`src/rtl/core/cfd_pkg.sv`:
```
// shared types, constants and register codes for the cppm frame decoder
package cfd_pkg;

  localparam int NumChannels = 8;
  localparam int DataBits    = 16;
  localparam int TimeBits    = 32;
  localparam int IdleBits    = 4;
  localparam int IndexBits   = $clog2(NumChannels);
  localparam int RawDepth    = NumChannels - 1;
  localparam int InBytes     = (TimeBits + 7) / 8;
  localparam int InDataBits  = InBytes * 8;
  localparam int OutBytes    = (NumChannels * DataBits + TimeBits + 7) / 8;
  localparam int OutDataBits = OutBytes * 8;

  localparam logic [DataBits-1:0]  GapMax    = '1;
  localparam logic [DataBits-1:0]  SwitchTop = DataBits'(2000);
  localparam logic [TimeBits-1:0]  PrevEdgeReset = TimeBits'(65535);
  localparam logic [IndexBits-1:0] LastChan  = IndexBits'(NumChannels - 1);

  localparam logic [DataBits-1:0] SyncGapReset     = DataBits'(3000);
  localparam logic [DataBits-1:0] CenterLowReset   = DataBits'(1476);
  localparam logic [DataBits-1:0] CenterHighReset  = DataBits'(1524);
  localparam logic [DataBits-1:0] CenterValueReset = DataBits'(1500);
  localparam logic [DataBits-1:0] FloorValueReset  = DataBits'(1000);
  localparam logic [DataBits-1:0] SwitchHighReset  = DataBits'(1600);
  localparam logic [DataBits-1:0] SwitchLowReset   = DataBits'(1200);
  localparam logic [IdleBits-1:0] IdleCountReset   = IdleBits'(10);

  typedef enum logic [2:0] {
    REG_SYNC_GAP     = 3'd0,
    REG_CENTER_LOW   = 3'd1,
    REG_CENTER_HIGH  = 3'd2,
    REG_CENTER_VALUE = 3'd3,
    REG_FLOOR_VALUE  = 3'd4,
    REG_SWITCH_HIGH  = 3'd5,
    REG_SWITCH_LOW   = 3'd6,
    REG_IDLE_COUNT   = 3'd7
  } cfg_reg_e;

  typedef logic [NumChannels-1:0][DataBits-1:0] chan_vec_t;

  typedef struct packed {
    logic [DataBits-1:0] sync_gap;
    logic [DataBits-1:0] center_low;
    logic [DataBits-1:0] center_high;
    logic [DataBits-1:0] center_value;
    logic [DataBits-1:0] floor_value;
    logic [DataBits-1:0] switch_high;
    logic [DataBits-1:0] switch_low;
    logic [IdleBits-1:0] idle_count;
  } cfg_t;

  typedef struct packed {
    logic [TimeBits-1:0] last_edge;
    chan_vec_t           chan;
    logic                in_sync;
    logic                frame_done;
  } result_t;

endpackage

```
`src/rtl/core/cfd_cfg_regs.sv`:
```
// configuration register file written through the plain write port
module cfd_cfg_regs
  import cfd_pkg::*;
(
  input  logic                clk,
  input  logic                rst,
  input  logic                cfg_we,
  input  logic [2:0]          cfg_index,
  input  logic [DataBits-1:0] cfg_data,
  output cfg_t                cfg
);

  always_ff @(posedge clk) begin
    if (rst) begin
      cfg.sync_gap     <= SyncGapReset;
      cfg.center_low   <= CenterLowReset;
      cfg.center_high  <= CenterHighReset;
      cfg.center_value <= CenterValueReset;
      cfg.floor_value  <= FloorValueReset;
      cfg.switch_high  <= SwitchHighReset;
      cfg.switch_low   <= SwitchLowReset;
      cfg.idle_count   <= IdleCountReset;
    end else if (cfg_we) begin
      case (cfg_reg_e'(cfg_index))
        REG_SYNC_GAP:     cfg.sync_gap     <= cfg_data;
        REG_CENTER_LOW:   cfg.center_low   <= cfg_data;
        REG_CENTER_HIGH:  cfg.center_high  <= cfg_data;
        REG_CENTER_VALUE: cfg.center_value <= cfg_data;
        REG_FLOOR_VALUE:  cfg.floor_value  <= cfg_data;
        REG_SWITCH_HIGH:  cfg.switch_high  <= cfg_data;
        REG_SWITCH_LOW:   cfg.switch_low   <= cfg_data;
        REG_IDLE_COUNT:   cfg.idle_count   <= cfg_data[IdleBits-1:0];
        default: ;
      endcase
    end
  end

endmodule

```
`src/rtl/core/cfd_condition.sv`:
```
// frame conditioning: deadband, floors, three-level switch and idle detect
module cfd_condition
  import cfd_pkg::*;
(
  input  chan_vec_t raw,
  input  cfg_t      cfg,
  output chan_vec_t cond,
  output logic      idle
);

  always_comb begin
    cond = raw;
    for (int i = 0; i < 4; i++) begin
      if (raw[i] <= cfg.center_high && raw[i] >= cfg.center_low) begin
        cond[i] = cfg.center_value;
      end
    end
    if (raw[4] <= cfg.floor_value) begin
      cond[4] = cfg.floor_value;
    end
    if (raw[6] <= cfg.floor_value) begin
      cond[6] = cfg.floor_value;
    end
    if (raw[7] > cfg.switch_high) begin
      cond[7] = SwitchTop;
    end else if (raw[7] < cfg.switch_low) begin
      cond[7] = cfg.floor_value;
    end else begin
      cond[7] = cfg.center_value;
    end
  end

  assign idle = cond[0] == cfg.center_value && cond[1] == cfg.center_value &&
                cond[2] == cfg.center_value && cond[3] == cfg.center_value &&
                cond[4] == cfg.floor_value && cond[6] == cfg.floor_value;

endmodule

```
`src/rtl/core/cfd_tracker.sv`:
```
// edge gap, sync and channel capture state with published channel values
module cfd_tracker
  import cfd_pkg::*;
(
  input  logic                clk,
  input  logic                rst,
  input  logic                step,
  input  logic [TimeBits-1:0] edge_time,
  input  cfg_t                cfg,
  output result_t             result
);

  logic [TimeBits-1:0]  prev_edge;
  logic                 synced;
  logic [IndexBits-1:0] chan_index;
  logic [DataBits-1:0]  raw_widths [RawDepth];
  chan_vec_t            published;
  logic [IdleBits-1:0]  idle_frames;

  logic                 synced_next;
  logic [IndexBits-1:0] chan_index_next;
  chan_vec_t            published_next;
  logic [IdleBits-1:0]  idle_frames_next;
  logic [IdleBits-1:0]  idle_bumped;

  logic [TimeBits-1:0]  gap_full;
  logic [DataBits-1:0]  gap;
  logic                 frame_end;
  chan_vec_t            frame_raw;
  chan_vec_t            frame_cond;
  logic                 frame_idle;

  assign gap_full  = edge_time - prev_edge;
  assign gap       = (|gap_full[TimeBits-1:DataBits]) ? GapMax : gap_full[DataBits-1:0];
  assign frame_end = synced && chan_index == LastChan;

  always_comb begin
    for (int i = 0; i < RawDepth; i++) begin
      frame_raw[i] = raw_widths[i];
    end
    frame_raw[NumChannels-1] = gap;
  end

  cfd_condition u_condition (
    .raw  (frame_raw),
    .cfg  (cfg),
    .cond (frame_cond),
    .idle (frame_idle)
  );

  always_comb begin
    synced_next      = synced;
    chan_index_next  = chan_index;
    published_next   = published;
    idle_frames_next = idle_frames;
    idle_bumped      = frame_idle ? idle_frames + 1'b1 : idle_frames;
    if (synced) begin
      if (frame_end) begin
        chan_index_next   = '0;
        synced_next       = 1'b0;
        published_next[5] = frame_cond[5];
        idle_frames_next  = idle_bumped;
        if (!frame_idle || idle_bumped == cfg.idle_count) begin
          for (int i = 0; i < NumChannels; i++) begin
            if (i != 5) begin
              published_next[i] = frame_cond[i];
            end
          end
        end
        if (idle_bumped == cfg.idle_count) begin
          idle_frames_next = '0;
        end
      end else begin
        chan_index_next = chan_index + 1'b1;
      end
    end else begin
      synced_next = gap > cfg.sync_gap;
    end
  end

  always_ff @(posedge clk) begin
    if (rst) begin
      prev_edge   <= PrevEdgeReset;
      synced      <= 1'b0;
      chan_index  <= '0;
      published   <= '0;
      idle_frames <= '0;
    end else if (step) begin
      prev_edge   <= edge_time;
      synced      <= synced_next;
      chan_index  <= chan_index_next;
      published   <= published_next;
      idle_frames <= idle_frames_next;
    end
  end

  // channel store, written without reset
  always_ff @(posedge clk) begin
    if (step && synced && !frame_end) begin
      raw_widths[chan_index] <= gap;
    end
  end

  assign result.last_edge  = edge_time;
  assign result.chan       = published_next;
  assign result.in_sync    = synced_next;
  assign result.frame_done = frame_end;

endmodule

```
`src/rtl/core/cfd_out_stage.sv`:
```
// result register toward the master-side stream
module cfd_out_stage
  import cfd_pkg::*;
(
  input  logic    clk,
  input  logic    rst,
  input  logic    load,
  input  result_t result_in,
  input  logic    m_tready,
  output logic    m_tvalid,
  output logic    free,
  output result_t result_out
);

  assign free = !m_tvalid || m_tready;

  always_ff @(posedge clk) begin
    if (rst) begin
      m_tvalid <= 1'b0;
    end else if (free) begin
      m_tvalid <= load;
    end
  end

  always_ff @(posedge clk) begin
    if (load) begin
      result_out <= result_in;
    end
  end

endmodule

```
`src/rtl/core/cppm_frame_decoder_top.sv`:
```
// top level of the eight-channel cppm frame decoder
//
//  port group     dir   contents
//  s_t*           in    edge request: s_tdata = edge_time
//  m_t*           out   frame result: tdata = chan0..chan7, last_edge; tlast = frame_done
//  cfg_*          in    register write: cfg_index selects, cfg_data written
//
// one request enters each cycle while the result is not stalled; it passes the input register, then the result register
// the gap subtract, deadband compares and publish select are combinational between the two
// reset is synchronous; configuration registers come back with their default values
// a stalled result holds, and one more request is held in the input register
module cppm_frame_decoder_top
  import cfd_pkg::*;
(
  input  logic                   clk,
  input  logic                   rst,
  input  logic                   s_tvalid,
  output logic                   s_tready,
  input  logic [InDataBits-1:0]  s_tdata,   // [31:0] edge_time
  output logic                   m_tvalid,
  input  logic                   m_tready,
  output logic [OutDataBits-1:0] m_tdata,   // chan0 .. chan7, 16 bits each, then last_edge
  output logic                   m_tlast,   // frame_done
  output logic                   m_tuser,   // in_sync
  input  logic                   cfg_we,
  input  logic [2:0]             cfg_index,
  input  logic [DataBits-1:0]    cfg_data
);

  cfg_t                cfg;
  logic                in_valid;
  logic [TimeBits-1:0] in_edge;
  logic                out_free;
  logic                step;
  result_t             result;
  result_t             result_q;

  cfd_cfg_regs u_cfg_regs (
    .clk       (clk),
    .rst       (rst),
    .cfg_we    (cfg_we),
    .cfg_index (cfg_index),
    .cfg_data  (cfg_data),
    .cfg       (cfg)
  );

  assign step     = in_valid && out_free;
  assign s_tready = !in_valid || out_free;

  always_ff @(posedge clk) begin
    if (rst) begin
      in_valid <= 1'b0;
    end else if (s_tready) begin
      in_valid <= s_tvalid;
    end
  end

  always_ff @(posedge clk) begin
    if (s_tvalid && s_tready) begin
      in_edge <= s_tdata[TimeBits-1:0];
    end
  end

  cfd_tracker u_tracker (
    .clk       (clk),
    .rst       (rst),
    .step      (step),
    .edge_time (in_edge),
    .cfg       (cfg),
    .result    (result)
  );

  cfd_out_stage u_out_stage (
    .clk        (clk),
    .rst        (rst),
    .load       (step),
    .result_in  (result),
    .m_tready   (m_tready),
    .m_tvalid   (m_tvalid),
    .free       (out_free),
    .result_out (result_q)
  );

  assign m_tdata = OutDataBits'({result_q.last_edge, result_q.chan});
  assign m_tlast = result_q.frame_done;
  assign m_tuser = result_q.in_sync;

endmodule

```
`config.mk`:
```
export PLATFORM = sky130hd
export DESIGN_NAME = cppm_frame_decoder_top
export DESIGN_NICKNAME = d
export VERILOG_FILES = /design/src/rtl/core/cfd_pkg.sv /design/src/rtl/core/cfd_cfg_regs.sv /design/src/rtl/core/cfd_condition.sv /design/src/rtl/core/cfd_tracker.sv /design/src/rtl/core/cfd_out_stage.sv /design/src/rtl/core/cppm_frame_decoder_top.sv
export SDC_FILE = /design/constraint.sdc
export NUM_CORES = 1
export LEC_CHECK = 0
export ABC_AREA = 1
export BUFFER_PORTS_ARGS = -buffer_cell sky130_fd_sc_hd__buf_2
export CAP_MARGIN = 10
export CORE_ASPECT_RATIO = 1.5
export CORE_UTILIZATION = 43
export DETAILED_ROUTE_END_ITERATION = 10
export MAX_ROUTING_LAYER = met4
export SLEW_MARGIN = 20
export SYNTH_ARGS = -nofsm -noshare
export SYNTH_HDL_FRONTEND = slang
export SYNTH_SLANG_ARGS = --single-unit
```
`constraint.sdc`:
```
create_clock -name clk -period 7.1 [get_ports clk]
set_input_delay 0.71 -clock clk [delete_from_list [all_inputs] [get_ports clk]]
set_output_delay 0.71 -clock clk [all_outputs]
set_load 0.03 [all_outputs]
```
## Yosys cells after proc, flatten, opt, wreduce, memory -nomap -nowiden

Memories as Yosys holds them, arrays and structs flattened.
Index checks and enable logic that the tools add are counted.

| word-level totals | value |
|---|---|
| register bits after elaboration | 480 |
| bits in writable memories | 112 |
| input bits | 56 |
| output and inout port bits | 164 |
| word-level logic and storage cells | 119 |
| memories kept | 1 |

Memories:

| memory | depth | bits a word | read ports | clocked after Yosys merged registers in | wr ports | line | RTL |
|---|---|---|---|---|---|---|---|
| u_tracker.raw_widths | 7 | 16 | 7 | 0 | 1 | cfd_tracker.sv:16 | `logic [DataBits-1:0] raw_widths [RawDepth];` |

| operators by class | value |
|---|---|
| add/sub/neg operators | 3 |
| magnitude comparators | 13 |
| equal/unequal tests | 15 |
| muxes and demuxes | 20 |
| reduce and logical (&&, ||, !) cells | 33 |

Operators by type and width:

| cell | number |
|---|---|
| 2-to-1 mux 128 bit | 2 |
| 2-to-1 mux 16 bit | 9 |
| == test 16 bit | 6 |
| less-or-equal comparator 16 bit | 6 |
| 2-to-1 mux 80 bit | 1 |
| >= comparator 16 bit | 4 |
| > comparator 16 bit | 2 |
| 2-to-1 mux 32 bit | 1 |
| subtractor 32 bit | 1 |
| AND reduction 2 bit | 9 |
| < comparator 16 bit | 1 |
| OR reduction 16 bit | 1 |
| == test 3 bit (second input constant) | 5 |
| logical AND 1 bit | 14 |
| 2-to-1 mux 4 bit | 2 |
| == test 3 x 2 -> 1 bit (second input constant) | 2 |
| adder 4 x 1 -> 4 bit (second input constant) | 1 |
| == test 4 bit | 1 |
| logical NOT 1 bit | 4 |
| 2-to-1 mux 1 bit | 4 |
| adder 3 x 1 -> 3 bit (second input constant) | 1 |
| == test 3 x 1 -> 1 bit (second input constant) | 1 |
| logical NOT 3 bit | 1 |
| logical OR 1 bit | 3 |
| 2 further kinds | 2 |

## Depth between registers and ports, before layout

| depth | value |
|---|---|
| word-level depth | 15 |
| depth in mapped cells | 40 |
| gate-level depth less buffers | 38 |

## Modules after synthesis

A second synthesis with hierarchy kept.

| unflattened totals | value |
|---|---|
| cell total of the unflattened synthesis | 4278 |
| area, all modules | 33116.8 sq um |

By module, submodules not included:

| module | times used | cells each | area an instance (sq um) | sequential area each (sq um) |
|---|---|---|---|---|
| cfd_tracker | 1 | 2051 | 14744.1 | 6726.5 |
| cfd_condition | 1 | 1399 | 8000.2 | 0.0 |
| cfd_out_stage | 1 | 167 | 4907.2 | 4884.7 |
| cfd_cfg_regs | 1 | 621 | 4449.3 | 2322.2 |
| cppm_frame_decoder_top | 1 | 40 | 1016.0 | 980.9 |

## Least setup slack after synthesis

Ideal clock, no wire load.

| timing path | value |
|---|---|
| path type | input port to flip-flop |
| start | input port m_tready |
| end | register u_tracker.published[106] (netlist name) |
| library setup time | 0.352 ns |
| data arrival time | 6.430 ns |
| data required time | 6.748 ns |
| path slack | 0.318 ns |
| stages on the path | 8 |
| buffers on the path | 3 |
| path through | inv_1 nand2_1 nand2_1 inv_1 clkbuf_1 clkbuf_1 clkbuf_1 a21oi_1 |

| between the ends | value |
|---|---|
| longest elaborated chain between the ends | 2 |

Ends and longest elaborated chain:

| item | line | RTL |
|---|---|---|
| start: declaration | cppm_frame_decoder_top.sv:21 | `input logic m_tready,` |
| logical OR 1 bit | cfd_out_stage.sv:15 | `assign free = !m_tvalid \|\| m_tready;` |
| logical AND 1 bit | cppm_frame_decoder_top.sv:47 | `assign step = in_valid && out_free;` |
| net step | cppm_frame_decoder_top.sv:34 | `logic step;` |
| end signal: assignment | cfd_tracker.sv:92 | `published <= published_next;` |
| end: declaration | cfd_tracker.sv:17 | `chan_vec_t published;` |

The timed path passes the listed nets, and every way through them passes these cells.
A chain may end at the register's enable or synchronous reset.

==> metrics <==
DRC viols 0; critical path launch point in_edge[12]; most frequent CP cell nand2_1; Clock Tree Root clkbuf_16; H-tree depth 2; syn_area_per_cell 7.86 sq um; crit share post-route 0.889; first-pass GRT wire length ~160000 microns; vias in the first global route about 27000; setup TNS 0 ps; dominant cell type by area after synthesis edfxtp_1; synth warn 0; P&R area growth vs syn 12.6%; placed cell areas 0.0348 sq mm; Final Hold Fails 0; CP Max Fanout 16; Compound-Gate Fraction of Synth Area 0.102; dpl hpwl 80200 microns; fin area about 0.037 sq mm; HP Start s_tdata[28]; # rows ~120; largest net degree at the start of global routing approximately 210; Arr. time, crit path 6730 ps; post-synthesis simple-gate area fraction 0.257; highest clock rate between 150 and 200 MHz; MaxCap Viol Count 0; worst-margin pin slew 1050 ps; Port-buffer cells 219; Routed WL between 100000 and 150000 microns; min cycle time layout ~6300 ps; drt initial violations about 2000; CP max stage cell inv_1; Routed wire per std cell between 20 and 25 microns; Setup Viol. Count Final 0; cts bufs inserted 60; Synth Area in Adders 0.0917; critical path class flip-flop to flip-flop; Worst Skew 35.3 ps; Synth top area share 0.280; count of different cell masters after synthesis 53; Total GRT Usage 0.289; Max Buffers Root-to-Sink 3; initial antenna violation count 3; Die Wd roughly 230 microns; ys async rst share 0; worst rel slew slack 0.295; layout cells sized above 1 0.0990; EDFF count, synth a little over 300; Post-Synthesis Cells roughly 4200; main combinational cell family by area after synthesis simple AND/OR/NAND/NOR gates; grt ovf 0; die span in y 340 microns; cts repair resizes 0; mux contribution to synthesized area 0; ys flop type edfxtp_1; most common cell in the synthesized netlist nand2_1; routability congestion estimate approximately 1.0; max incr delay on CP about 540 ps; RSZ-0062 raised after global routing no; max-slew violations 0; vias per cell 5.31; CTS tree built; status completed; top post-synthesis cells by area edfxtp_1, dfxtp_1, nand2_1, ha_1, inv_1; die area between 0.07 and 0.08 sq mm; router iterations before antenna repair 7; via count around 29000; core area approximately 0.075 sq mm; Starting Density 0.436; CTS Sinks 592; io pins 220; setup bufs post-CTS 0; #FFs+latches synth roughly 600; Layout Nets 4628; Final ANT Viol Nets 0; register area share after synthesis 0.454; post-synthesis cell area approximately 0.033 sq mm; most instantiated cells after synthesis nand2_1, inv_1, nand3_1; Mapped Nets 4477; Post-Synth XOR/XNOR Area 0.00453; Setup crit end kind flip-flop; clk_lat worst skew roughly 690 ps; worst vdd ir approximately 0.00021 V; R2R Path Start in_edge[12]; Worst Path Required ~7500 ps; Power Dens Cells 225 mW/mm^2; Startpoint Class flip-flop; Pleak roughly 0.017 uW; Hold Crit Class input port to flip-flop; Reg clk slew, reported paths about 60 ps; hold_buf cts 0
==> registers in the layout, indices dropped and copies added, names as in the netlist <==
signal / count
u_tracker.chan_index: 3
u_tracker.published: 128
u_out_stage.m_tvalid: 1
u_out_stage.result_out: 162
u_tracker.prev_edge: 32
u_tracker.synced: 1
u_cfg_regs.cfg: 116
in_valid: 1
in_edge: 32
u_tracker.idle_frames: 4
u_tracker.raw_widths: 112
==> metrics by stage <==
stage	power [uW]	setup slack [ps]	utilization	std cells	hold WS, ps
floorplan	4550	318	-	4181	426
CTS	8370	983	0.491	5384	169
detailed placement	4840	1010	0.462	5270	451
global placement	4840	913	0.462	5270	432
global route	8610	409	0.491	5387	185
finish	8310	788	0.491	5387	200
==> cell usage in the layout (no fill, tap or decap), types with 15 or more instances in the layout <==
master,count
a21oi_1,217
o21ai_0,271
a21oi_2,15
edfxtp_1,306
nand2_1,983
nand3_1,415
buf_4,41
buf_2,218
o211ai_1,56
nand2_2,17
ha_1,239
nor2_1,407
nand3b_1,16
clkbuf_16,61
dfxtp_1,286
nor3_1,15
nand4_1,97
inv_1,564
==> routing by layer <==
metal | up-vias | part of all wire | track usage
met5 | - | 0 | -
met4 | 0 | 0.069 | 0.174
met3 | 328 | 0.049 | 0.0355
met2 | 940 | 0.50 | 0.493
met1 | 13234 | 0.39 | 0.320
li1 | 14116 | - | -
==> worst paths after layout <==
kind                                      end  slack [ps]  cells after the start
setup reg to reg  u_out_stage.result_out[124]         790                     28
hold reg to reg   u_out_stage.result_out[130]         450                      0
setup / recovery  u_out_stage.result_out[124]         790                     28
hold / removal                    in_edge[28]         200                      1
==> power breakdown <==
| part | internal, uW | switching (uW) | total, uW |
|---|---|---|---|
| sequential | 3740 | 70.6 | 3810 |
| clock | 2030 | 1510 | 3540 |
| combinational | 288 | 679 | 967 |
==> critical path: cells and delay by family, from the launching register on <==
| kind | cells | cell delay (ps) |
|---|---|---|
| adders and majority gates | 2 | 670 |
| and+or+nand+nor | 20 | 3600 |
| buffers and inverters | 5 | 1220 |
| AOI/OAI and AO/OA | 1 | 120 |
| DFF | 1 | 410 |
==> cell families (layout without fill, tap and decap cells) <==
group                    Yosys count  count (layout)
AO/OA/AOI/OAI                    605             605
XOR/XNOR                          17              17
adder cells (fa/ha/maj)          240             240
buffers and inverters            747             950
flip-flops                       592             592
other                              0               3
AND/OR/NAND/NOR                 1980            1980
==> layout make-up <==
type                       count  area [sq um]
fill                        7311         38300
multi-input combinational   2842         15000
sequential                   592         14900
inverter                     574          2170
clock buffer                  69          1590
timing repair buffer         262          1460
tap                         1000          1250
clock inverter                45           612
antenna                        3          7.51
(Power assumes the default switching activity.)
